$ cat config.mk
export PLATFORM = sky130hd
export DESIGN_NAME = mirp_div
export DESIGN_NICKNAME = d
export VERILOG_FILES = /design/src/rtl/core/mirp_pkg.sv /design/src/rtl/core/mirp_div.sv
export SDC_FILE = /design/constraint.sdc
export NUM_CORES = 2
export LEC_CHECK = 0
export BUFFER_PORTS_ARGS = -buffer_cell sky130_fd_sc_hd__buf_2
export CORE_MARGIN = 2
export CORE_UTILIZATION = 40
export DETAILED_ROUTE_END_ITERATION = 8
export GPL_TIMING_DRIVEN = 1
export SYNTH_ARGS = -nofsm -noshare
export SYNTH_HDL_FRONTEND = slang
export SYNTH_SLANG_ARGS = --single-unit
export TNS_END_PERCENT = 10
$ cat constraint.sdc
create_clock -name clk -period 8.25 [get_ports clk]
set_input_delay 2.475 -clock clk [delete_from_list [all_inputs] [get_ports clk]]
set_output_delay 2.475 -clock clk [all_outputs]
set_load 0.05 [all_outputs]
$ cat src/rtl/core/mirp_pkg.sv
// shared types and constants for the mirror image reflection point block
`timescale 1ns / 1ps
`default_nettype none

package mirp_pkg;

  // request fields, one candidate per request
  typedef struct packed {
    logic signed [31:0] source_x;
    logic signed [31:0] source_y;
    logic signed [31:0] source_z;
    logic signed [31:0] ear_x;
    logic signed [31:0] ear_y;
    logic signed [31:0] ear_z;
    logic signed [15:0] normal_x;
    logic signed [15:0] normal_y;
    logic signed [15:0] normal_z;
    logic signed [31:0] plane_offset;
  } req_t;

  typedef struct packed {
    logic               valid_res;
    logic signed [31:0] point_x;
    logic signed [31:0] point_y;
    logic signed [31:0] point_z;
    logic        [31:0] path_length;
  } res_t;

  localparam logic [15:0] EPS_RESET = 16'd66;

  // quotient bits of the side ratio, root bits of the path length
  localparam int DIV_STEPS  = 17;
  localparam int ROOT_STEPS = 32;

  // stage numbers counted from the accepting edge
  localparam int ST_DIV_OUT = 4 + DIV_STEPS;
  localparam int ST_POINT   = ST_DIV_OUT + 6;
  localparam int ST_PATH    = 11 + ROOT_STEPS + 1;
  localparam int LATENCY    = ST_PATH + 1;

endpackage

`default_nettype wire

$ cat src/rtl/core/mirp_div.sv
// pipelined restoring divider, one quotient bit per stage
`timescale 1ns / 1ps
`default_nettype none

module mirp_div (
  input  logic        clk,
  input  logic [48:0] num,
  input  logic [49:0] den,
  output logic [16:0] quo
);
  import mirp_pkg::*;

  logic [49:0] rem_q [DIV_STEPS];
  logic [49:0] den_q [DIV_STEPS];
  logic [16:0] quo_q [DIV_STEPS];
  logic [49:0] rem_n [DIV_STEPS];
  logic [16:0] quo_n [DIV_STEPS];

  always_comb begin
    logic [50:0] r2;
    logic [49:0] rp;
    logic [49:0] dp;
    logic [16:0] qp;
    logic        ge;
    for (int k = 0; k < DIV_STEPS; k++) begin
      if (k == 0) begin
        rp = {1'b0, num};
        dp = den;
        qp = '0;
      end else begin
        rp = rem_q[k-1];
        dp = den_q[k-1];
        qp = quo_q[k-1];
      end
      r2 = {rp, 1'b0};
      ge = (r2 >= {1'b0, dp});
      // remainder stays below the divisor
      rem_n[k] = ge ? 50'(r2 - {1'b0, dp}) : r2[49:0];
      quo_n[k] = {qp[15:0], ge};
    end
  end

  always_ff @(posedge clk) begin
    for (int k = 0; k < DIV_STEPS; k++) begin
      rem_q[k] <= rem_n[k];
      quo_q[k] <= quo_n[k];
      den_q[k] <= (k == 0) ? den : den_q[k-1];
    end
  end

  assign quo = quo_q[DIV_STEPS-1];

endmodule

`default_nettype wire

# --- Word level (Yosys, flattened, before mapping) ---
# Memories as Yosys holds them, arrays and structs flattened.
# Index checks and enable logic that the tools add are counted.
word_totals:
  n_memories: 3
  reg_bits: 0
  ramBits: 1989
  inputBits: 100
  elab_cells: 54
op_classes:
  n_lt_le_gt_ge: 17
  add_sub_neg: 17
  mux: 17
memory_table:
  columns: ["name", "words", "width", "read_ports", "rd_ports_with_merged_regs", "wr", "line_no", "rtl"]
  rows:
  - ["den_q", 17, 50, 16, 0, 17, "mirp_div.sv:14", "logic [49:0] den_q [DIV_STEPS];"]
  - ["rem_q", 17, 50, 16, 0, 17, "mirp_div.sv:13", "logic [49:0] rem_q [DIV_STEPS];"]
  - ["quo_q", 17, 17, 17, 0, 17, "mirp_div.sv:15", "logic [16:0] quo_q [DIV_STEPS];"]
op_table:
  columns: ["cell", "n"]
  rows:
  - ["50-bit 2-to-1 mux", 17]
  - ["50-bit subtractor", 17]
  - ["51-bit by 50-bit >= comparator with 1-bit output", 16]
  - ["50-bit >= comparator", 1]

# --- Depth between registers and ports, before layout ---
# An unclocked memory read counts as a cell.
depth:
  ltp_word: 3
  mapped_depth: 17

# --- Worst setup path after synthesis ---
# Ideal clock, no wire load.
synth_timing:
  path_type: "input port to flip-flop"
  start: "input den[2]"
  end: "memory rem_q[0][21]"
  arrival_ns: 5.428
  slack_ns: 2.702
  required_time_ns: 8.129
  n_path_buf: 1
  path_stages: 14
  path_cell_list: "inv_1 ha_1 nor2b_1 o31a_1 o31ai_1 a31oi_1 a21boi_1 o21ai_1 a31o_2 a211o_1 a21oi_1 buf_2 inv_1 mux2_2"
synth_rtl:
  columns: ["item", "line_no", "rtl"]
  rows:
  - ["from (decl)", "mirp_div.sv:8", "input logic [49:0] den,"]
  - ["to (decl)", "mirp_div.sv:13", null]

==> flow_metrics.tcl <==
set metrics [dict create \
    commonest_register_cell_after_synthesis "dfxtp_1" \
    antenna_left 0 \
    p_total_w 0.0467 \
    clkTransAtPathRegs_ns 0.06 \
    synth_largest_area_cell "dfxtp_1" \
    number_of_global_route_vias_before_repair 75000 \
    antenna_found_initial 5 \
    worstSetupStartpointType "input port" \
    leakagePower_nw 47.0 \
    r2r-end "rem_q[0][424]" \
    critPathMaxStageDelay_ns 0.64 \
    r2r_setup_slack_ns 2.86 \
    worst_hold_startpoint "quo_q[0][242]" \
    areaGrowthSynthToFinish_pct 11.3 \
    largest_driver_fanout_on_the_critical_path 94 \
    port_buffers 116 \
    gr-usage-all-layers 0.208 \
    cts_inserted_buffers 200 \
    tns_ns 0 \
    clock_tree_from_tritoncts "built" \
    ctsRootBufferMaster "clkbuf_16" \
    core.rowCount 175 \
    synth_most_common_cell "dfxtp_1" \
    floorplan.die.height_um 483 \
    worst_clock_skew_ns 0.0250 \
    synthesized_netlist_net_count 11700 \
    chipWidth_um 483 \
    irDropWorstVdd_uv 201 \
    worstSetupPathType "input port to flop" \
    r2r.worst_path.cells 16 \
    syn-instance-count 10700 \
    fmax_mhz 166 \
    final_setup_violations 0 \
    hold_end "quo_q[0][260]" \
    ys_top_cells_by_count "dfxtp_1 (1753), a21oi_1 (1190), inv_1 (1043), ha_1 (849), nor2_1 (815)" \
    worstSkewPairLatency_ns 0.82 \
    finish.net_count 11600 \
    synth.ff_latch_count 1753 \
    post_cts_hold_buffer_count 0 \
    detail_route.first_pass.iterations 7 \
    rsz0062_at_grt "no" \
    fin_util 0.449 \
    die-area_sq_mm 0.233 \
    gr-total-overflow 0 \
    critical-path-slowest-cell "buf_4" \
    setup.worst_path.end_class "flop" \
    syn-cell-area_sq_mm 0.0918 \
    share_of_synthesized_area_occupied_by_flip_flops_and_latches 0.382 \
    wire_per_inst_um 18.1 \
    number_of_cells_on_the_worst_hold_path 0 \
    finalCritPeriodShare 0.730 \
    hp-class "flop to flop" \
    cp.required_ns 8.89 \
    grt_start_max_net_pins 95 \
    grt_first_pass_wirelength_mm 396 \
    worst_ep_arrival_time_ns 6.67 \
    crit_chain "buf_2 -> ha_1 -> nor2b_1 -> o31a_1 -> o31ai_1 -> a31oi_1 -> a21boi_1 -> o21ai_1 -> a31o_2 -> a211o_1 -> a21oi_4 -> buf_4 -> o21ai_0" \
    gp_routability_congestion 0.950 \
    hold_viol 0 \
    drt_wl_total_mm 251 \
    detailroute.via_count 73300 \
    setup_slack_ns 2.23 \
    synth-edff-count 0 \
    place_ws_ns 1.41 \
    status "complete, but fails checks" \
    routed_vias_inst 5.29 \
    violations "DRC" \
    power.density_mw_per_mm2 457 \
    cts_repair_resize_count 0 \
    cts_htree_levels 4 \
    initial_utilization 0.403 \
    design.portCount 117 \
    final_layout_size_suffix_gt1_frac 0.0752 \
    drcViolationCount 4 \
    slew_violations 0 \
    slew-limit-headroom 0.138 \
    ffs_w_async_s_r_synth 0 \
    worst-slew-pin-transition_ns 1.28 \
    synthTopCellsByArea "dfxtp_1 (38%), ha_1 (12%), a21oi_1 (6.5%)" \
    maxCapViolations 0 \
    finalHoldWorstSlack_ns 0.304 \
    core_sq_mm 0.228 \
    worst_r2r_startpoint "den_q[0][352]" \
    clock_sink_count 1753 \
    post_cts_buffers 0 \
    netlist-cell-type-count 86 \
    yosys.area.top_type_share 0.382 \
    violation_count_after_the_first_detailed_route_iteration 4183 \
    fin_crit_ns 6.02 \
    cts-root-to-sink-buffers 3 \
    synthesis.area_per_instance_sq_um 8.58 \
    detailedPlacementHpwl_mm 200 \
    count_of_yosys_warnings_during_synthesis 0 \
]
[cell usage in the layout, fill, tap and decap left out, types with 34 or more instances in the layout]
cell type	n
clkinv_2	34
clkbuf_8	57
o21bai_1	141
nand2_1	720
o31ai_1	52
nand3_1	148
nand2b_1	87
nor3_1	108
mux2_2	229
buf_4	40
nor2_1	815
and3_1	85
a21boi_0	37
a221oi_1	38
o21a_1	95
o211ai_1	41
a21oi_1	1188
ha_1	849
dfxtp_1	1753
and2_1	57
xor2_1	314
xnor2_1	409
a31oi_1	95
inv_1	1042
a211oi_1	62
a21o_1	459
nand4_1	228
clkbuf_16	202
nor2b_1	115
buf_2	116
o21ai_0	654
[kinds of logic after synthesis]
kind of cell,count (synthesis),synth area share
multiplexers,250,0.0305
flip-flops,1753,0.382
buffers and inverters,1433,0.0594
AO/OA/AOI/OAI,3131,0.210
adder cells (fa/ha/maj),865,0.119
AND/OR/NAND/NOR,2540,0.130
XOR/XNOR,723,0.0690
[layout make-up]
class	instances	area, sq um
fill	22100	126000
antenna	3	7.51
sequential	1753	35100
multi-input combinational	7509	51400
inverter	1043	3920
clock buffer	285	5940
timing repair buffer	160	961
clock inverter	81	1090
tap	3009	3760
[critical path: cells and delay by family]
kind,cells,cell delay (ns)
compound gates,9,2.76
buf+inv,2,0.75
simple gates,1,0.17
fa+ha+maj,1,0.36
[state kept, by name, indices dropped and copies added, names as in the netlist]
name,flops
quo_q,153
rem_q,800
den_q,800
[stage by stage]
| step | cell area, sq um | instances |
|---|---|---|
| after floorplan | 91800 | 10700 |
| after global placement | 95100 | 13500 |
| after detailed placement | 95100 | 13500 |
| after CTS | 102000 | 13800 |
| after global routing | 102000 | 13800 |
| final | 102000 | 13800 |
[layer usage]
layer	vias up	track usage	wire (um)
met5	-	0	13
met4	2	0.136	18200
met3	719	0.0241	7460
met2	1775	0.400	129000
met1	33600	0.211	96800
li1	37100	-	-
[report_power, final]
group | total [W] | leakage (nW) | switching (W) | internal, W
clock network | 0.00925 | 3.45 | 0.00362 | 0.00563
registers | 0.0127 | 14.8 | 0.00144 | 0.0113
logic | 0.0247 | 28.8 | 0.0145 | 0.0102
[worst max-delay path by stage]
stage	startpoint	endpoint	slack, ns	cells past startpoint
2_1_floorplan	den[2]	rem_q[0][21]	2.70	14
4_1_cts	num[1]	rem_q[0][8]	2.30	13
5_1_grt	den[2]	rem_q[0][8]	2.02	14
6_report	num[1]	rem_q[0][8]	2.23	13
3_3_place_gp	den[2]	rem_q[0][2]	1.48	14
3_5_place_dp	num[1]	rem_q[0][8]	1.41	13
Note: power is estimated with default switching activity, not from simulation.
