[config.mk]
export PLATFORM = sky130hd
export DESIGN_NAME = mirp_sqrt
export DESIGN_NICKNAME = d
export VERILOG_FILES = /design/src/rtl/core/mirp_pkg.sv /design/src/rtl/core/mirp_sqrt.sv
export SDC_FILE = /design/constraint.sdc
export NUM_CORES = 2
export LEC_CHECK = 0
export BUFFER_PORTS_ARGS = -buffer_cell sky130_fd_sc_hd__buf_2
export CAP_MARGIN = 30
export CORE_MARGIN = 1.5
export CORE_UTILIZATION = 50
export CTS_CLUSTER_SIZE = 25
export DETAILED_ROUTE_END_ITERATION = 12
export PLACE_DENSITY_LB_ADDON = 0.15
export REMOVE_ABC_BUFFERS = 1
export SLEW_MARGIN = 20
export SYNTH_ARGS = -nofsm -noshare
export SYNTH_HDL_FRONTEND = slang
export SYNTH_MEMORY_MAX_BITS = 65536
export SYNTH_SLANG_ARGS = --single-unit
[constraint.sdc]
create_clock -name clk -period 9.87 [get_ports clk]
set_input_delay 1.4805 -clock clk [delete_from_list [all_inputs] [get_ports clk]]
set_output_delay 1.4805 -clock clk [all_outputs]
set_load 0.1 [all_outputs]
[src/rtl/core/mirp_pkg.sv]
// shared types and constants for the mirror image reflection point block
`timescale 1ns / 1ps
`default_nettype none

package mirp_pkg;

  // request fields, one candidate per request
  typedef struct packed {
    logic signed [31:0] source_x;
    logic signed [31:0] source_y;
    logic signed [31:0] source_z;
    logic signed [31:0] ear_x;
    logic signed [31:0] ear_y;
    logic signed [31:0] ear_z;
    logic signed [15:0] normal_x;
    logic signed [15:0] normal_y;
    logic signed [15:0] normal_z;
    logic signed [31:0] plane_offset;
  } req_t;

  typedef struct packed {
    logic               valid_res;
    logic signed [31:0] point_x;
    logic signed [31:0] point_y;
    logic signed [31:0] point_z;
    logic        [31:0] path_length;
  } res_t;

  localparam logic [15:0] EPS_RESET = 16'd66;

  // quotient bits of the side ratio, root bits of the path length
  localparam int DIV_STEPS  = 17;
  localparam int ROOT_STEPS = 32;

  // stage numbers counted from the accepting edge
  localparam int ST_DIV_OUT = 4 + DIV_STEPS;
  localparam int ST_POINT   = ST_DIV_OUT + 6;
  localparam int ST_PATH    = 11 + ROOT_STEPS + 1;
  localparam int LATENCY    = ST_PATH + 1;

endpackage

`default_nettype wire

[src/rtl/core/mirp_sqrt.sv]
// pipelined square root, one root bit per stage, then round and saturate
`timescale 1ns / 1ps
`default_nettype none

module mirp_sqrt (
  input  logic        clk,
  input  logic [63:0] rad,
  input  logic        sat,
  output logic [31:0] root
);
  import mirp_pkg::*;

  logic [63:0] x_q   [ROOT_STEPS];
  logic [32:0] rem_q [ROOT_STEPS];
  logic [31:0] rt_q  [ROOT_STEPS];
  logic        sat_q [ROOT_STEPS];
  logic [32:0] rem_n [ROOT_STEPS];
  logic [31:0] rt_n  [ROOT_STEPS];
  logic [32:0] rounded;

  always_comb begin
    logic [63:0] xp;
    logic [32:0] remp;
    logic [31:0] rtp;
    logic [34:0] trial;
    logic [34:0] sub;
    for (int k = 0; k < ROOT_STEPS; k++) begin
      if (k == 0) begin
        xp   = rad;
        remp = '0;
        rtp  = '0;
      end else begin
        xp   = x_q[k-1];
        remp = rem_q[k-1];
        rtp  = rt_q[k-1];
      end
      trial = {remp, xp[63:62]};
      sub   = {1'b0, rtp, 2'b01};
      if (trial >= sub) begin
        rem_n[k] = 33'(trial - sub);
        rt_n[k]  = {rtp[30:0], 1'b1};
      end else begin
        rem_n[k] = trial[32:0];
        rt_n[k]  = {rtp[30:0], 1'b0};
      end
    end
  end

  always_ff @(posedge clk) begin
    for (int k = 0; k < ROOT_STEPS; k++) begin
      rem_q[k] <= rem_n[k];
      rt_q[k]  <= rt_n[k];
      x_q[k]   <= (k == 0) ? {rad[61:0], 2'b00} : {x_q[k-1][61:0], 2'b00};
      sat_q[k] <= (k == 0) ? sat : sat_q[k-1];
    end
  end

  // round to nearest: bump when the remainder exceeds the root
  assign rounded = {1'b0, rt_q[ROOT_STEPS-1]}
                 + {32'd0, (rem_q[ROOT_STEPS-1] > {1'b0, rt_q[ROOT_STEPS-1]})};

  always_ff @(posedge clk) begin
    root <= (sat_q[ROOT_STEPS-1] || rounded[32]) ? 32'hFFFF_FFFF : rounded[31:0];
  end

endmodule

`default_nettype wire

# After elaboration in Yosys (flattened, before gate mapping)
# Memory sizes are Yosys's and may differ from the RTL's.
# Index checks and enable logic that the tools add are counted.
dict set report op_classes {
  magnitude_cmp 33
  n_mux 64
  n_reduce_logical 1
  addsub 33
}
# cell count
set ops {}
lappend ops {{35-bit by 34-bit >= comparator with 1-bit output} 31}
lappend ops {{33-bit 2-to-1 mux} 32}
lappend ops {{33-bit subtractor} 31}
lappend ops {{32-bit by 1-bit adder with 33-bit output} 1}
lappend ops {{33-bit by 32-bit > comparator with 1-bit output} 1}
lappend ops {{1-bit 2-to-1 mux} 32}
lappend ops {{2-bit by 1-bit subtractor with 3-bit output (second input constant)} 1}
lappend ops {{2-bit by 1-bit >= comparator with 1-bit output (second input constant)} 1}
lappend ops {{1-bit logical OR} 1}
dict set report totals {
  word_cells 136
  ramBits 4096
  register_bits 32
  mem_count 4
}
# memory words word_bits rd rd_ports_with_merged_regs wr line_no
set memory_table {}
lappend memory_table {x_q 32 62 31 0 32 mirp_sqrt.sv:13} ;# logic [63:0] x_q [ROOT_STEPS];
lappend memory_table {rem_q 32 33 32 0 32 mirp_sqrt.sv:14} ;# logic [32:0] rem_q [ROOT_STEPS];
lappend memory_table {rt_q 32 32 32 0 32 mirp_sqrt.sv:15} ;# logic [31:0] rt_q [ROOT_STEPS];
lappend memory_table {sat_q 32 1 32 0 32 mirp_sqrt.sv:16} ;# logic sat_q [ROOT_STEPS];

# Longest topological paths before layout
# An unclocked memory read counts as a cell.
dict set report depth {
  ltp_word 4
  ltp_mapped 18
  mapped_depth_nobuf 18
}

# Least setup slack after synthesis
# Ideal clock, no wire load.
dict set report synth_timing {
  kind {register to register}
  startpoint {memory rt_q[31][2] (netlist: rt_q[1][482])}
  endpoint {register root[21]}
  stages_incl_launch_ff 18
  synth_period_minus_slack_ns 3.483
  setup_slack_ns 6.387
  arrival_ns 3.347
  n_path_buf 1
  setup_time_ns 0.136
  cell_sequence {dfxtp_1 inv_1 ha_1 a21o_1 a21o_1 a211oi_1 o21ai_0 a21oi_1 o31ai_1 a2111oi_0 a41oi_1 ha_1 ha_1 nand3_1 nor3_1 a41oi_1 clkbuf_1 o21ai_0}
}
# item line_no
set synth_rtl {}
lappend synth_rtl {{start, declared} mirp_sqrt.sv:15}
lappend synth_rtl {{end signal, assigned} mirp_sqrt.sv:63} ;# root <= (sat_q[ROOT_STEPS-1] || rounded[32]) ? 32'hFFFF_FFFF : rounded[31:0];
lappend synth_rtl {{end, declared} mirp_sqrt.sv:9} ;# output logic [31:0] root

==> impl_results.md <==
* P_int at 0.0209 W
* Post-synth top area share at 0.542
* Final Max Tran Viols at 0
* Fmax at 238 MHz
* CORE AREA at 190000 um2
* Starting Density at 0.504
* Initial antenna violation count at 5
* Switching share of total power at 0.294
* Setup Slack @ Placement at 5.66 ns
* Crit-path max FO at 40
* All-layer global routing usage at 0.222
* Pre-antenna DRT Iters at 5
* Post-DR vias/cell at 5.29
* Post-cts sizing count at 0
* Hold Crit Class: register to register
* DR vias at 65307
* Setup Buffers After CTS at 0
* Drt initial violations at 3223
* Lkg Pwr at 51.3 nW
* Post-synth top area cell: dfxtp_1
* Wire per inst at 17.8 um
* CTS max path bufs at 4
* Synth Instances at 9407
* Clk_lat worst skew at 0.92 ns
* Port Buf Inserts at 97
* Share of layout cells above drive strength 1 at 0.0787
* Setup TNS at 0 ns
* Htree depth at 5
* Worst setup slack after layout at 5.67 ns
* Sequential area share after synthesis at 0.542
* Overall die width at 441 um
* Final hold violation count at 0
* First-pass GRT wire length at 344000 um
* Post-Syn Area at 95800 um2
* Crit. End Element: register
* CP required at 10.68 ns
* YS warnings at 0
* Worst vdd ir at 0.000167 V
* RSZ-0062 raised after global routing: false
* Hold buffer count at cts at 0
* Total grt overflow at 0
* WL final at 219000 um
* Setup CP Type: register to register
* Largest net degree at the start of global routing at 62
* Combinational share of power at 0.188
* Worst-Margin Slew at 0.939 ns
* Final ANT Viol Nets at 0
* Final period utilization at 0.426
* Slew margin rel. at 0.369
* CTS tree: built
* Fill cells at 16532
* Post-placement cell count at 11868
* Final setup violation count at 0
* Synth Register Bits at 2592
* Top FF cell, synth: dfxtp_1
* Ys async rst share at 0
* Die Y at 441 um
* Io pins at 98
* Tmin final at 4.20 ns
* Clock Pin Slew Worst Setup and Hold Paths at 0.06 ns
* Mean post-synth cell area at 10.2 um2
* Critical path launch point type: register
* CTS root buffer: clkbuf_16
* Die ar. at 194000 um2
* Vias in the first global route at 64693
* Clock skew at 0.0476 ns
* DRC at 0
* Power per cell area at 274 nW/um2
* EDFF count, synth at 0
* Top post-synthesis cells by area: dfxtp_1, ha_1, xnor2_1
* CTS Buf Count at 280
* Routability cong. at 0.910
* Detailed Place HPWL at 169000 um
* Hold_ws at 0.300 ns
* Net Switching at 0.00871 W
* Net count, final at 10309
* # Max-Cap Violations at 0
* Clk pwr share at 0.349
* CTS sink count at 2592
* WP data arrival at 5.01 ns
* Status: finished, final reports clean
* Area growth from synthesis to layout at 13.1%
* Yosys cell types at 92
* Finished Layout Cells at 12344
* Rows at 160
* Reg power frac at 0.463
-- synth_stat cells (70+ instances only) --
cell	n
mux2_2	112
nor3_1	232
nand3_1	163
nor4_1	133
o21ai_0	477
clkbuf_1	145
or3_1	88
or4_1	70
a21oi_1	586
dfxtp_1	2592
inv_1	745
xnor2_1	453
nand2b_1	118
ha_1	598
nand2_1	573
a21o_1	260
nor2_1	589
xor2_1	421
nor2b_1	72
o21a_1	88
nand4_1	88
-- power by group through the flow --
stage | registers (W) | logic, W | clock network, W
after floorplan | 0.0136 | 0.00404 | 0
after global placement | 0.0139 | 0.00549 | 0
after detailed placement | 0.0139 | 0.00555 | 0
after CTS | 0.0137 | 0.00559 | 0.0106
after global routing | 0.0139 | 0.00619 | 0.0110
final | 0.0137 | 0.00558 | 0.0103
-- critical path: stages, from the launching register on --
cell       delay [ns]
dfxtp_1          0.32
inv_1            0.05
ha_1             0.36
o21ai_0          0.15
a22oi_1          0.40
a2111oi_0        0.25
o41ai_2          0.52
a21boi_0         0.34
o41ai_4          0.27
buf_4            0.44
nand2_1          0.24
or4b_1           0.58
xnor2_1          0.15
-- worst paths after layout --
path,from,to,slack [ns],cells after the start
setup reg to reg,rt_q[1][64],rem_q[1][128],5.67,12
hold reg to reg,x_q[0][31],x_q[0][95],0.30,0
hold / removal,x_q[0][31],x_q[0][95],0.30,0
setup / recovery,rt_q[1][64],rem_q[1][128],5.67,12
-- cells by family after synthesis --
family	synth area share
DFF	0.542
and+or+nand+nor	0.124
AOI/OAI and AO/OA	0.125
buffers and inverters	0.0363
xor gates and xnor gates	0.0799
adders and majority gates	0.0781
muxes	0.0148
other	0.0000392
-- cells in the final DEF, fill, tap and decap left out, drive strengths merged, types with 18 or more instances in the layout --
cell type / n
dfxtp: 2592
inv: 751
ha: 598
nor2: 589
a21oi: 586
nand2: 573
o21ai: 479
xnor2: 453
xor2: 421
clkbuf: 377
a21o: 260
nor3: 233
nand3: 164
nor4: 136
buf: 130
nand2b: 118
mux2: 112
o21a: 88
nand4: 88
or3: 88
or4: 73
nor2b: 72
a211oi: 57
o21bai: 56
a31oi: 56
o31ai: 54
and3: 51
or2: 51
clkinv: 44
o211ai: 37
and2: 33
nand3b: 27
bufinv: 24
and4: 22
a21boi: 22
a211o: 21
clkinvlp: 18
-- registers in the layout, summed over array words and instances, names as in the netlist --
signal,cells
sat_q,32
rem_q,1008
root,32
rt_q,528
x_q,992
-- cell type report --
class / instances / area [um2] / area share
inverter: 746 / 2800 / 0.0258
clock buffer: 375 / 8080 / 0.0746
timing repair buffer: 133 / 756 / 0.00698
sequential: 2592 / 51900 / 0.479
tap: 2511 / 3140 / 0.0290
antenna: 4 / 10.0 / 0.0000924
clock inverter: 91 / 1160 / 0.0107
multi-input combinational: 5892 / 40500 / 0.374
-- stage by stage --
stage | instance area (um2) | utilization | total power [W]
after floorplan | 95100 | - | 0.0176
after global placement | 99000 | 0.521 | 0.0194
after detailed placement | 99000 | 0.521 | 0.0195
after CTS | 108000 | 0.569 | 0.0299
after global routing | 108000 | 0.570 | 0.0311
final | 108000 | 0.570 | 0.0297
-- per-layer routing --
layer / wire length, um / GRT usage / vias to the layer above
met1: 89200 / 0.250 / 30489
li1: - / - / 32844
met3: 7970 / 0.0306 / 572
met4: 12600 / 0.123 / 0
met2: 110000 / 0.404 / 1402
met5: 0 / 0 / -
Note: power is estimated with default switching activity, not from simulation.
